**src/rtl/hsa_pkg.sv**
```systemverilog
// Shared types and constants for the handle slot allocator.
// No dependencies; imported by every module of the block.
`default_nettype none

package hsa_pkg;

	localparam int SLOTS_DEF    = 64;
	localparam int RESERVED_DEF = 2;

	localparam int CMD_W    = 2;
	localparam int SLOT_W   = 7;
	localparam int HANDLE_W = 32;
	localparam int SLOTO_W  = 6;
	localparam int STATUS_W = 2;

	localparam int IN_W  = 48;  // cmd + slot + handle, padded to bytes
	localparam int OUT_W = 40;  // slot_out + handle_out + status

	typedef enum logic [CMD_W-1:0] {
		CMD_ALLOC  = 2'd0,
		CMD_LOOKUP = 2'd1,
		CMD_CLOSE  = 2'd2,
		CMD_NOP    = 2'd3
	} cmd_t;

	typedef enum logic [STATUS_W-1:0] {
		ST_OK   = 2'd0,
		ST_NULL = 2'd1,
		ST_FULL = 2'd2,
		ST_NONE = 2'd3
	} status_t;

endpackage

`default_nettype wire

```
**src/rtl/handle_slot_allocator_unit.sv**
```systemverilog
// Top level of the handle slot allocator: input stage, slot table, result register.
// Depends on hsa_pkg and hsa_find_free.
//
// Usage:
//   One command word enters on the s_axis channel (allocate, lookup, close) and
//   exactly one result word leaves on the m_axis channel for each, in order.
//   Allocate stores a nonzero handle in the lowest free slot and returns that
//   slot; lookup returns the handle held in a slot; close empties the slot and
//   returns the handle it held so the caller can release it.
// Pipeline and throughput:
//   An accepted command and its table read are registered in the input stage
//   and decoded there; the result register loads the result word when the
//   input stage advances. One command per cycle is taken while the output side
//   keeps tready high; the table updates when a command leaves the input stage,
//   and a read that hits the slot written in that same cycle is forwarded.
// Reset:
//   arst_n clears the slot valid map, so every slot reads empty; the lowest
//   RESERVED slots are masked and never granted. Table data is left as is; no sweep.
// Stall:
//   When m_axis_tready is low the result register holds its word and the input
//   stage holds one more command; s_axis_tready then drops until space frees.
`default_nettype none

module handle_slot_allocator_unit
	import hsa_pkg::*;
#(
	parameter int SLOTS    = SLOTS_DEF,
	parameter int RESERVED = RESERVED_DEF
) (
	input  wire logic             clk,
	input  wire logic             arst_n,
	input  wire logic             s_axis_tvalid,
	output logic                  s_axis_tready,
	// [1:0] cmd, [8:2] slot, [40:9] handle, [47:41] zero
	input  wire logic [IN_W-1:0]  s_axis_tdata,
	output logic                  m_axis_tvalid,
	input  wire logic             m_axis_tready,
	// [5:0] slot_out, [37:6] handle_out, [39:38] status
	output logic [OUT_W-1:0]      m_axis_tdata
);

	localparam int IDX_W = $clog2(SLOTS);
	localparam int DEPTH = 1 << IDX_W;
	localparam logic [SLOT_W-1:0] SLOTS_L = SLOT_W'(SLOTS);

	// input fields
	logic [CMD_W-1:0]    in_cmd;
	logic [SLOT_W-1:0]   in_slot;
	logic [HANDLE_W-1:0] in_handle;

	assign in_cmd    = s_axis_tdata[1:0];
	assign in_slot   = s_axis_tdata[8:2];
	assign in_handle = s_axis_tdata[40:9];

	// input stage
	logic                v_s1;
	cmd_t                cmd_s1;
	logic [SLOT_W-1:0]   slot_s1;
	logic [HANDLE_W-1:0] handle_s1;
	logic [HANDLE_W-1:0] rd_s1;
	logic                byp_s1;
	logic [HANDLE_W-1:0] byp_data_s1;

	// table state
	logic [HANDLE_W-1:0] mem [DEPTH];
	logic [SLOTS-1:0]    vld_q;
	logic [SLOTS-1:0]    res_mask;

	// result register
	logic                out_v_q;
	logic [OUT_W-1:0]    out_q;

	logic                s_acc;
	logic                advance;
	logic [SLOTS-1:0]    free_map;
	logic                free_found;
	logic [IDX_W-1:0]    grant_idx;

	logic                wr_en;
	logic                clr_en;
	logic [IDX_W-1:0]    idx_s1;
	logic [HANDLE_W-1:0] held;
	logic [SLOTO_W-1:0]  r_slot;
	logic [HANDLE_W-1:0] r_handle;
	status_t             r_status;

	// advance the input stage whenever the result register is free or draining
	assign advance       = v_s1 && (!out_v_q || m_axis_tready);
	assign s_axis_tready = !v_s1 || advance;
	assign s_acc         = s_axis_tvalid && s_axis_tready;

	always_comb begin
		for (int i = 0; i < SLOTS; i++) begin
			res_mask[i] = (i < RESERVED);
		end
	end

	// reserved slots never become valid, so mask them out of the free map
	assign free_map = ~vld_q & ~res_mask;

	hsa_find_free #(
		.N     (SLOTS),
		.IDX_W (IDX_W)
	) u_find (
		.free_map (free_map),
		.found    (free_found),
		.idx      (grant_idx)
	);

	assign idx_s1 = slot_s1[IDX_W-1:0];
	assign held   = byp_s1 ? byp_data_s1 : rd_s1;

	// command decode and result build
	always_comb begin
		wr_en    = 1'b0;
		clr_en   = 1'b0;
		r_slot   = slot_s1[SLOTO_W-1:0];
		r_handle = '0;
		r_status = ST_NONE;
		case (cmd_s1)
			CMD_ALLOC: begin
				r_slot = '0;
				if (handle_s1 == '0) begin
					r_status = ST_NULL;
				end else if (!free_found) begin
					r_status = ST_FULL;
				end else begin
					r_status = ST_OK;
					r_slot   = SLOTO_W'(grant_idx);
					wr_en    = advance;
				end
			end
			CMD_LOOKUP, CMD_CLOSE: begin
				if (slot_s1 >= SLOTS_L) begin
					r_status = ST_NONE;
				end else if (!vld_q[idx_s1]) begin
					r_status = ST_NONE;
				end else begin
					r_status = ST_OK;
					r_handle = held;
					clr_en   = advance && (cmd_s1 == CMD_CLOSE);
				end
			end
			default: begin
				r_status = ST_NONE;
			end
		endcase
	end

	// input stage control
	always_ff @(posedge clk or negedge arst_n) begin
		if (!arst_n) begin
			v_s1 <= 1'b0;
		end else if (s_axis_tready) begin
			v_s1 <= s_axis_tvalid;
		end
	end

	// input stage payload, table read and write-through forwarding
	always_ff @(posedge clk) begin
		if (s_acc) begin
			cmd_s1      <= cmd_t'(in_cmd);
			slot_s1     <= in_slot;
			handle_s1   <= in_handle;
			byp_s1      <= wr_en && (grant_idx == in_slot[IDX_W-1:0]);
			byp_data_s1 <= handle_s1;
		end
	end

	always_ff @(posedge clk) begin
		if (s_acc) begin
			rd_s1 <= mem[in_slot[IDX_W-1:0]];
		end
	end

	always_ff @(posedge clk) begin
		if (wr_en) begin
			mem[grant_idx] <= handle_s1;
		end
	end

	// valid map: set on grant, clear on close
	always_ff @(posedge clk or negedge arst_n) begin
		if (!arst_n) begin
			vld_q <= '0;
		end else begin
			if (wr_en) begin
				vld_q[grant_idx] <= 1'b1;
			end
			if (clr_en) begin
				vld_q[idx_s1] <= 1'b0;
			end
		end
	end

	// result register
	always_ff @(posedge clk or negedge arst_n) begin
		if (!arst_n) begin
			out_v_q <= 1'b0;
		end else if (advance) begin
			out_v_q <= 1'b1;
		end else if (m_axis_tready) begin
			out_v_q <= 1'b0;
		end
	end

	always_ff @(posedge clk) begin
		if (advance) begin
			out_q <= {r_status, r_handle, r_slot};
		end
	end

	assign m_axis_tvalid = out_v_q;
	assign m_axis_tdata  = out_q;

endmodule

`default_nettype wire

```
**src/rtl/hsa_find_free.sv**
```systemverilog
// Lowest-set-bit priority encoder over the free slot map.
// Depends on hsa_pkg for the default slot count SLOTS_DEF.
`default_nettype none

module hsa_find_free
	import hsa_pkg::*;
#(
	parameter int N     = SLOTS_DEF,
	parameter int IDX_W = $clog2(N)
) (
	input  wire logic [N-1:0]     free_map,
	output logic                  found,
	output logic [IDX_W-1:0]      idx
);

	// scan from the top so the lowest free bit wins
	always_comb begin
		found = 1'b0;
		idx   = '0;
		for (int i = N - 1; i >= 0; i--) begin
			if (free_map[i]) begin
				found = 1'b1;
				idx   = IDX_W'(i);
			end
		end
	end

endmodule

`default_nettype wire

```
**config.mk**
```make
export PLATFORM = sky130hd
export DESIGN_NAME = handle_slot_allocator_unit
export DESIGN_NICKNAME = d
export VERILOG_FILES = /design/src/rtl/hsa_pkg.sv /design/src/rtl/handle_slot_allocator_unit.sv /design/src/rtl/hsa_find_free.sv
export SDC_FILE = /design/constraint.sdc
export NUM_CORES = 2
export LEC_CHECK = 0
export BUFFER_PORTS_ARGS = -buffer_cell sky130_fd_sc_hd__buf_2
export CORE_MARGIN = 4
export CORE_UTILIZATION = 35
export DETAILED_ROUTE_END_ITERATION = 16
export GPL_TIMING_DRIVEN = 0
export PLACE_DENSITY = 0.53
export SYNTH_ARGS = -nofsm -noshare
export SYNTH_HDL_FRONTEND = slang
export SYNTH_SLANG_ARGS = --single-unit
export TNS_END_PERCENT = 1
```
**constraint.sdc**
```tcl
create_clock -name clk -period 7.4 [get_ports clk]
set_input_delay 0.74 -clock clk [delete_from_list [all_inputs] [get_ports clk]]
set_output_delay 0.74 -clock clk [all_outputs]
set_load 0.05 [all_outputs]
```
==> Word level (Yosys, flattened, before mapping) <==
Memories as Yosys holds them, arrays and structs flattened. A register that Yosys moved wholly into a read port is not among the register bits.
Cells that the tools add are included.
{ "word_totals": {"regBits": 180, "mem_bits_rw": 2048, "elab_cells": 191, "out_inout_bits": 42, "memories": 1} }
{ "memory_table": {"columns": ["name", "depth", "word_bits", "read_ports", "rd_clocked_by_memory_dff", "wr", "line", "text"], "rows": [
  ["mem", 64, 32, 1, 1, 1, "handle_slot_allocator_unit.sv:65", "logic [HANDLE_W-1:0] mem [DEPTH];"]
]} }
{ "op_classes": {"order_cmp": 5, "n_mux": 151, "eq_ne": 3, "reduce_logical": 15, "n_bitwise": 6} }
{ "ops": {"columns": ["op", "n"], "rows": [
  ["$mux 6", 65],
  ["$mux 64", 2],
  ["$not 64->64", 2],
  ["$mux 1", 75],
  ["$and 64x64->64", 1],
  ["$or 64x64->64", 1],
  ["$logic_not 32->1", 1],
  ["$mux 32", 1],
  ["$lt 6x7->1 const B", 2],
  ["$demux 1 s6", 2],
  ["$ge 6x1->1 const B", 2],
  ["$mux 2", 4],
  ["$ge 7x7->1 const B", 1],
  ["$bmux 1 s6", 1],
  ["$eq 6x6->1", 1],
  ["$logic_and 1x1->1", 6],
  ["$pmux 2 s2", 1],
  ["$reduce_or 3->1", 1],
  ["$eq 2x1->1 const B", 1],
  ["$eq 2x2->1 const B", 1],
  ["$logic_not 1->1", 2],
  ["$logic_not 2->1", 1],
  ["$logic_or 1x1->1", 2],
  ["$not 1->1", 2],
  ["other kinds (2)", 2]
]} }

==> Depth between registers and ports, before layout <==
{ "logic_depth": {"ltp_word": 71, "ltp_mapped": 12} }

==> By module <==
Synthesis repeated with hierarchy kept, for this count alone.
{ "unflattened": {"hier_cells": 3745, "area_unflattened_um2": 87278.7} }
{ "modules_own_cells": {"columns": ["mod", "n_inst", "area_each_um2", "cells_per_inst"], "rows": [
  ["handle_slot_allocator_unit", 1, 86515.5, 3605],
  ["hsa_find_free", 1, 763.2, 140]
]} }

==> Least setup slack after synthesis <==
Ideal clock, no wire load.
{ "synth_timing": {"path_type": "register -> register", "startpoint": "register handle_s1[26]", "endpoint": "memory mem[53][0], enable pin", "n_path_buf": 0, "synth_period_minus_slack_ps": 5654, "setup_ps": 501, "required_ps": 6899, "arrival_time_ps": 5152, "stages_incl_launch_ff": 9, "slack_ps": 1746, "path_cell_list": "edfxtp_1 > nor4_1 > nand2_1 > nor4_1 > and2b_1 > nand4_4 > a21oi_1 > nand2_1 > nor4_1"} }
{ "synth_between": {"elab_chain_cells": 5} }
{ "synth_rtl": {"columns": ["item", "line", "text"], "rows": [
  ["start: declaration", "handle_slot_allocator_unit.sv:59", "logic [HANDLE_W-1:0] handle_s1;"],
  ["start signal: assignment", "handle_slot_allocator_unit.sv:164", "handle_s1 <= in_handle;"],
  ["$logic_not 32->1", "handle_slot_allocator_unit.sv:123", "if (handle_s1 == '0) begin"],
  ["$mux 1", "handle_slot_allocator_unit.sv:123", null],
  ["$mux 1", "handle_slot_allocator_unit.sv:120", "case (cmd_s1)"],
  ["$mux 1", "handle_slot_allocator_unit.sv:177", "if (wr_en) begin"],
  ["$mux 1 (implied by the code)", "handle_slot_allocator_unit.sv:178", "mem[grant_idx] <= handle_s1;"],
  ["end: declaration", "handle_slot_allocator_unit.sv:65", null]
]} }
No other way between the ends.

==> flow_metrics.py <==
metrics = {
    "power": {
        "worst_ir_drop_vdd_mv": 0.225,
        "total_leakage_power_nw": 32.6,
        "p_per_area_nw_per_um2": 263,
    },
    "synthesis": {
        "yosysSeqAreaShare_pct": 77.6,
        "compound_gate_fraction_of_synth_area_pct": 1.46,
        "main_combinational_cell_family_by_area_after_synthesis": "multiplexers",
        "synth-main-ff-cell": "edfxtp_1",
        "synthesized_netlist_cell_count": 3671,
        "syn_avg_cell_area_sq_um": 23.7,
        "ys_types": 77,
        "synth_enable_flop_cells": 2194,
        "synth.cell_area_sq_um": 87000,
        "post_synth_xor_area_fraction_pct": 0.0403,
        "synth.area.mux_share_pct": 18.1,
        "ys_seq_elements": 2260,
        "synthAdderAreaFrac_pct": 0.0432,
        "ys_async_sr_fraction_pct": 2.92,
        "synth.yosys.warnings": 0,
        "synth-simple-area-share_pct": 1.79,
    },
    "global_route": {
        "grt_overflow_total": 0,
        "track_usage_pct": 19.8,
        "grt_start_max_net_pins": 67,
        "antenna_found_initial": 19,
        "global_route_wire_length_before_repair_mm": 356,
        "vias_in_the_first_global_route": 42900,
    },
    "setup_path": {
        "max_incr_delay_on_cp_ns": 1.04,
        "timing.critical_path.fanout_max": 10,
        "path_class": "in2reg",
        "required_ns": 7.83,
        "cp.depth": 10,
        "crit_arrival_ns": 5.44,
        "r2r.worst_path.cells": 8,
        "cp_slowest_cell": "buf_1",
        "critical_path_buf_inv_count": 5,
        "setup.worst_path.start_class": "input pin",
        "cp_top_family": "buffers and inverters",
        "critical_path.cell_chain": "buf_2 -> clkbuf_1 -> clkbuf_1 -> buf_1 -> buf_2 -> mux4_2 -> mux4_2 -> mux2_2 -> nand2_1 -> o21ai_0",
        "critical_path.endpoint_type": "register",
    },
    "cells_and_area": {
        "drive_above_1_share_pct": 31.7,
        "multiInputGateArea_sq_um": 19400,
        "n_fill_cell": 21100,
        "nNetsFinal": 4317,
        "area_growth_pct": 19.6,
        "sequential_standard_cell_area_sq_um": 67500,
        "post-route-cell-area_sq_um": 104000,
    },
    "place": {
        "place_worst_setup_slack_ns": 1.59,
        "place_area_sq_um": 96700,
        "io_buffers": 86,
        "total_half_perimeter_wirelength_after_legalization_and_detailed_placement_mm": 176,
        "final_wtd_congestion": 0.885,
    },
    "drt": {
        "via_density_per_instance": 5.49,
        "route.detailed.drc": 0,
        "postRouteWirelength_mm": 256,
        "postRouteAntennaNets": 0,
        "drt-pass1-iter-count": 5,
        "num_vias": 42600,
        "avgRoutedWirePerCell_microns": 32.9,
        "first_iter_violations": 5476,
    },
    "floorplanning": {
        "floorplan.core_area_sq_um": 247000,
        "die_width_microns": 507,
        "dieArea_sq_um": 257000,
        "floorplan.initialDensity_pct": 35.3,
        "die_height_microns": 507,
        "top_level_ports": 94,
        "row_count": 182,
    },
    "sta": {
        "maxClockFrequency_mhz": 199,
        "timing.final.crit_period_ns": 5.01,
        "final_min_period_over_clock_period_pct": 67.8,
        "fin_hold_ws_ns": 0.0742,
        "final.setup_skew_ns": 0.0550,
        "setup-violations-final": 0,
        "worstMarginPinSlew_ns": 1.43,
        "slew-limit-headroom_pct": 4.81,
        "final-max-slew-violation-count": 0,
        "setup_slack_ns": 2.39,
        "rsz0062_at_grt": "false",
        "finalHoldViolations": 0,
    },
    "clocking": {
        "cts-resized-gates": 0,
        "clockBufferDepth": 3,
        "tritoncts.num_buffers": 225,
        "cts_max_level": 4,
        "clockRootBuffer": "clkbuf_16",
        "post_cts.repair.setup_buffers": 0,
        "cts_tree": "done",
        "tritoncts_num_sinks": 2260,
        "worst_setup_hold_path_clk_slew_ns": 0.06,
        "clock_insertion_delay_worst_skew_ns": 0.88,
        "cts_hold_buf": 21,
    },
    "min_path": {
        "hold_path_depth": 1,
        "min_path_type": "in2reg",
    },
    "run": {
        "max_cap_violations": 0,
    },
    "outcome": {
        "outcome": "finished clean",
    },
}
-- cell usage after synthesis, drive strengths merged (2+ instances only) --
cell / instances / area (sq um)
a22oi: 2 / 15.0
a21boi: 5 / 37.5
a211o: 3 / 26.3
nand2b: 12 / 75.1
nand4: 23 / 165
a2111oi: 5 / 43.8
xor2: 2 / 17.5
nand3: 24 / 120
dfrtp: 66 / 1650
or4: 3 / 26.3
nor3: 12 / 70.1
nor2: 118 / 475
nor4: 18 / 158
and4: 7 / 61.3
and2: 6 / 37.5
a41oi: 3 / 26.3
a311oi: 2 / 17.5
and3b: 2 / 17.5
inv: 18 / 67.6
or3: 2 / 17.5
xnor2: 2 / 17.5
o22ai: 6 / 37.5
a31o: 2 / 17.5
edfxtp: 2194 / 65900
o211ai: 4 / 30.0
o2111ai: 2 / 17.5
ha: 3 / 37.5
o21a: 3 / 22.5
a211oi: 3 / 22.5
o21ai: 27 / 139
buf: 72 / 339
a31oi: 8 / 50.1
nor2b: 6 / 37.5
nand2: 54 / 203
clkbuf: 107 / 402
mux4: 673 / 15200
a21o: 6 / 45.0
and3: 2 / 12.5
a21oi: 31 / 155
mux2: 9 / 101
a2bb2oi: 52 / 462
clkinv: 2 / 8.75
a221oi: 3 / 26.3
or2: 4 / 25.0
mux2i: 48 / 480
-- path summary, 6_finish.rpt --
path / startpoint / to / slack [ns]
setup reg to reg: vld_q[55] / mem[36][13] / 2.53
max in group asynchronous: arst_n / vld_q[16] / 6.19
min in group asynchronous: arst_n / vld_q[62] / 0.62
hold reg to reg: v_s1 / m_axis_tvalid / 0.49
hold / removal: s_axis_tdata[14] / handle_s1[5] / 0.07
setup / recovery: s_axis_tdata[2] / rd_s1[5] / 2.39
-- placed cells by master, fill, tap and decap left out, types with 24 or more instances in the layout --
master | netlist | layout
buf_2 | 37 | 123
a21oi_1 | 31 | 31
conb_1 | 1 | 64
buf_1 | 30 | 28
nor2_4 | 4 | 63
nor2_1 | 113 | 54
clkbuf_1 | 107 | 150
clkbuf_16 | 0 | 227
a2bb2oi_1 | 51 | 51
mux2i_1 | 48 | 48
nand2_1 | 54 | 54
dfrtp_1 | 66 | 66
nand3_1 | 24 | 24
mux4_2 | 673 | 673
o21ai_0 | 25 | 25
edfxtp_1 | 2194 | 2194
clkinv_1 | 1 | 54
buf_16 | 0 | 107
buf_12 | 0 | 56
clkinv_2 | 1 | 46
-- kinds of logic (layout without fill, tap and decap cells) --
logic type / after synthesis / after routing
xor gates and xnor gates: 4 / 4
DFF: 2260 / 2260
AOI/OAI and AO/OA: 175 / 175
buffers and inverters: 199 / 910
adders and majority gates: 3 / 3
and+or+nand+nor: 299 / 299
muxes: 730 / 730
other: 1 / 74
-- per-layer routing --
| layer | up-vias | GRT usage (%) | share of wire [%] |
|---|---|---|---|
| li1 | 17000 | - | - |
| met1 | 23600 | 28.0 | 42 |
| met2 | 1699 | 32.2 | 49 |
| met3 | 345 | 2.95 | 6.4 |
| met4 | 2 | 5.71 | 2.9 |
| met5 | - | 0 | 0.0051 |
-- metrics by stage --
stage                     total power, W  util (%)   TNS, ns  instances
after floorplan                   0.0156         -         0       3734
after global routing              0.0282      42.2         0       7758
after CTS                         0.0276      42.2         0       7757
after detailed placement          0.0166      39.2         0       7326
after global placement            0.0163      37.2  -1206.13       7132
final                             0.0273      42.2         0       7767
-- worst register-to-register path: cells and delay by family, from the launching register on --
kind            cells  cell delay (ns)
compound gates      4             1.48
buf+inv             1             0.31
flops               1             0.52
simple gates        3             2.21
-- state kept, by name, indices dropped and copies added (netlist names) --
| register | flops |
|---|---|
| mem | 2048 |
| v_s1 | 1 |
| slot_s1 | 7 |
| cmd_s1 | 2 |
| rd_s1 | 32 |
| m_axis_tdata | 40 |
| vld_q | 64 |
| byp_s1 | 1 |
| handle_s1 | 32 |
| m_axis_tvalid | 1 |
| byp_data_s1 | 32 |
-- report_power, final --
part	total, W	internal, W	switching, W	leakage (nW)
combinational	0.00196	0.000702	0.00126	8.37
sequential	0.0143	0.0142	0.000108	20.8
clock	0.0110	0.00614	0.00490	3.44
total	0.0273	0.0211	0.00627	32.6
-- area by class of cell --
type,instances,share of cell area [%]
flip-flops and latches,2260,64.9
multi-input cells,1275,18.6
clock buffers,275,5.64
repair buffers,301,4.87
well taps,3312,3.98
clock inverters,135,1.13
plain buffers,179,0.723
inverters,20,0.0734
diodes,10,0.0241
Note: power is estimated with default switching activity, not from simulation.
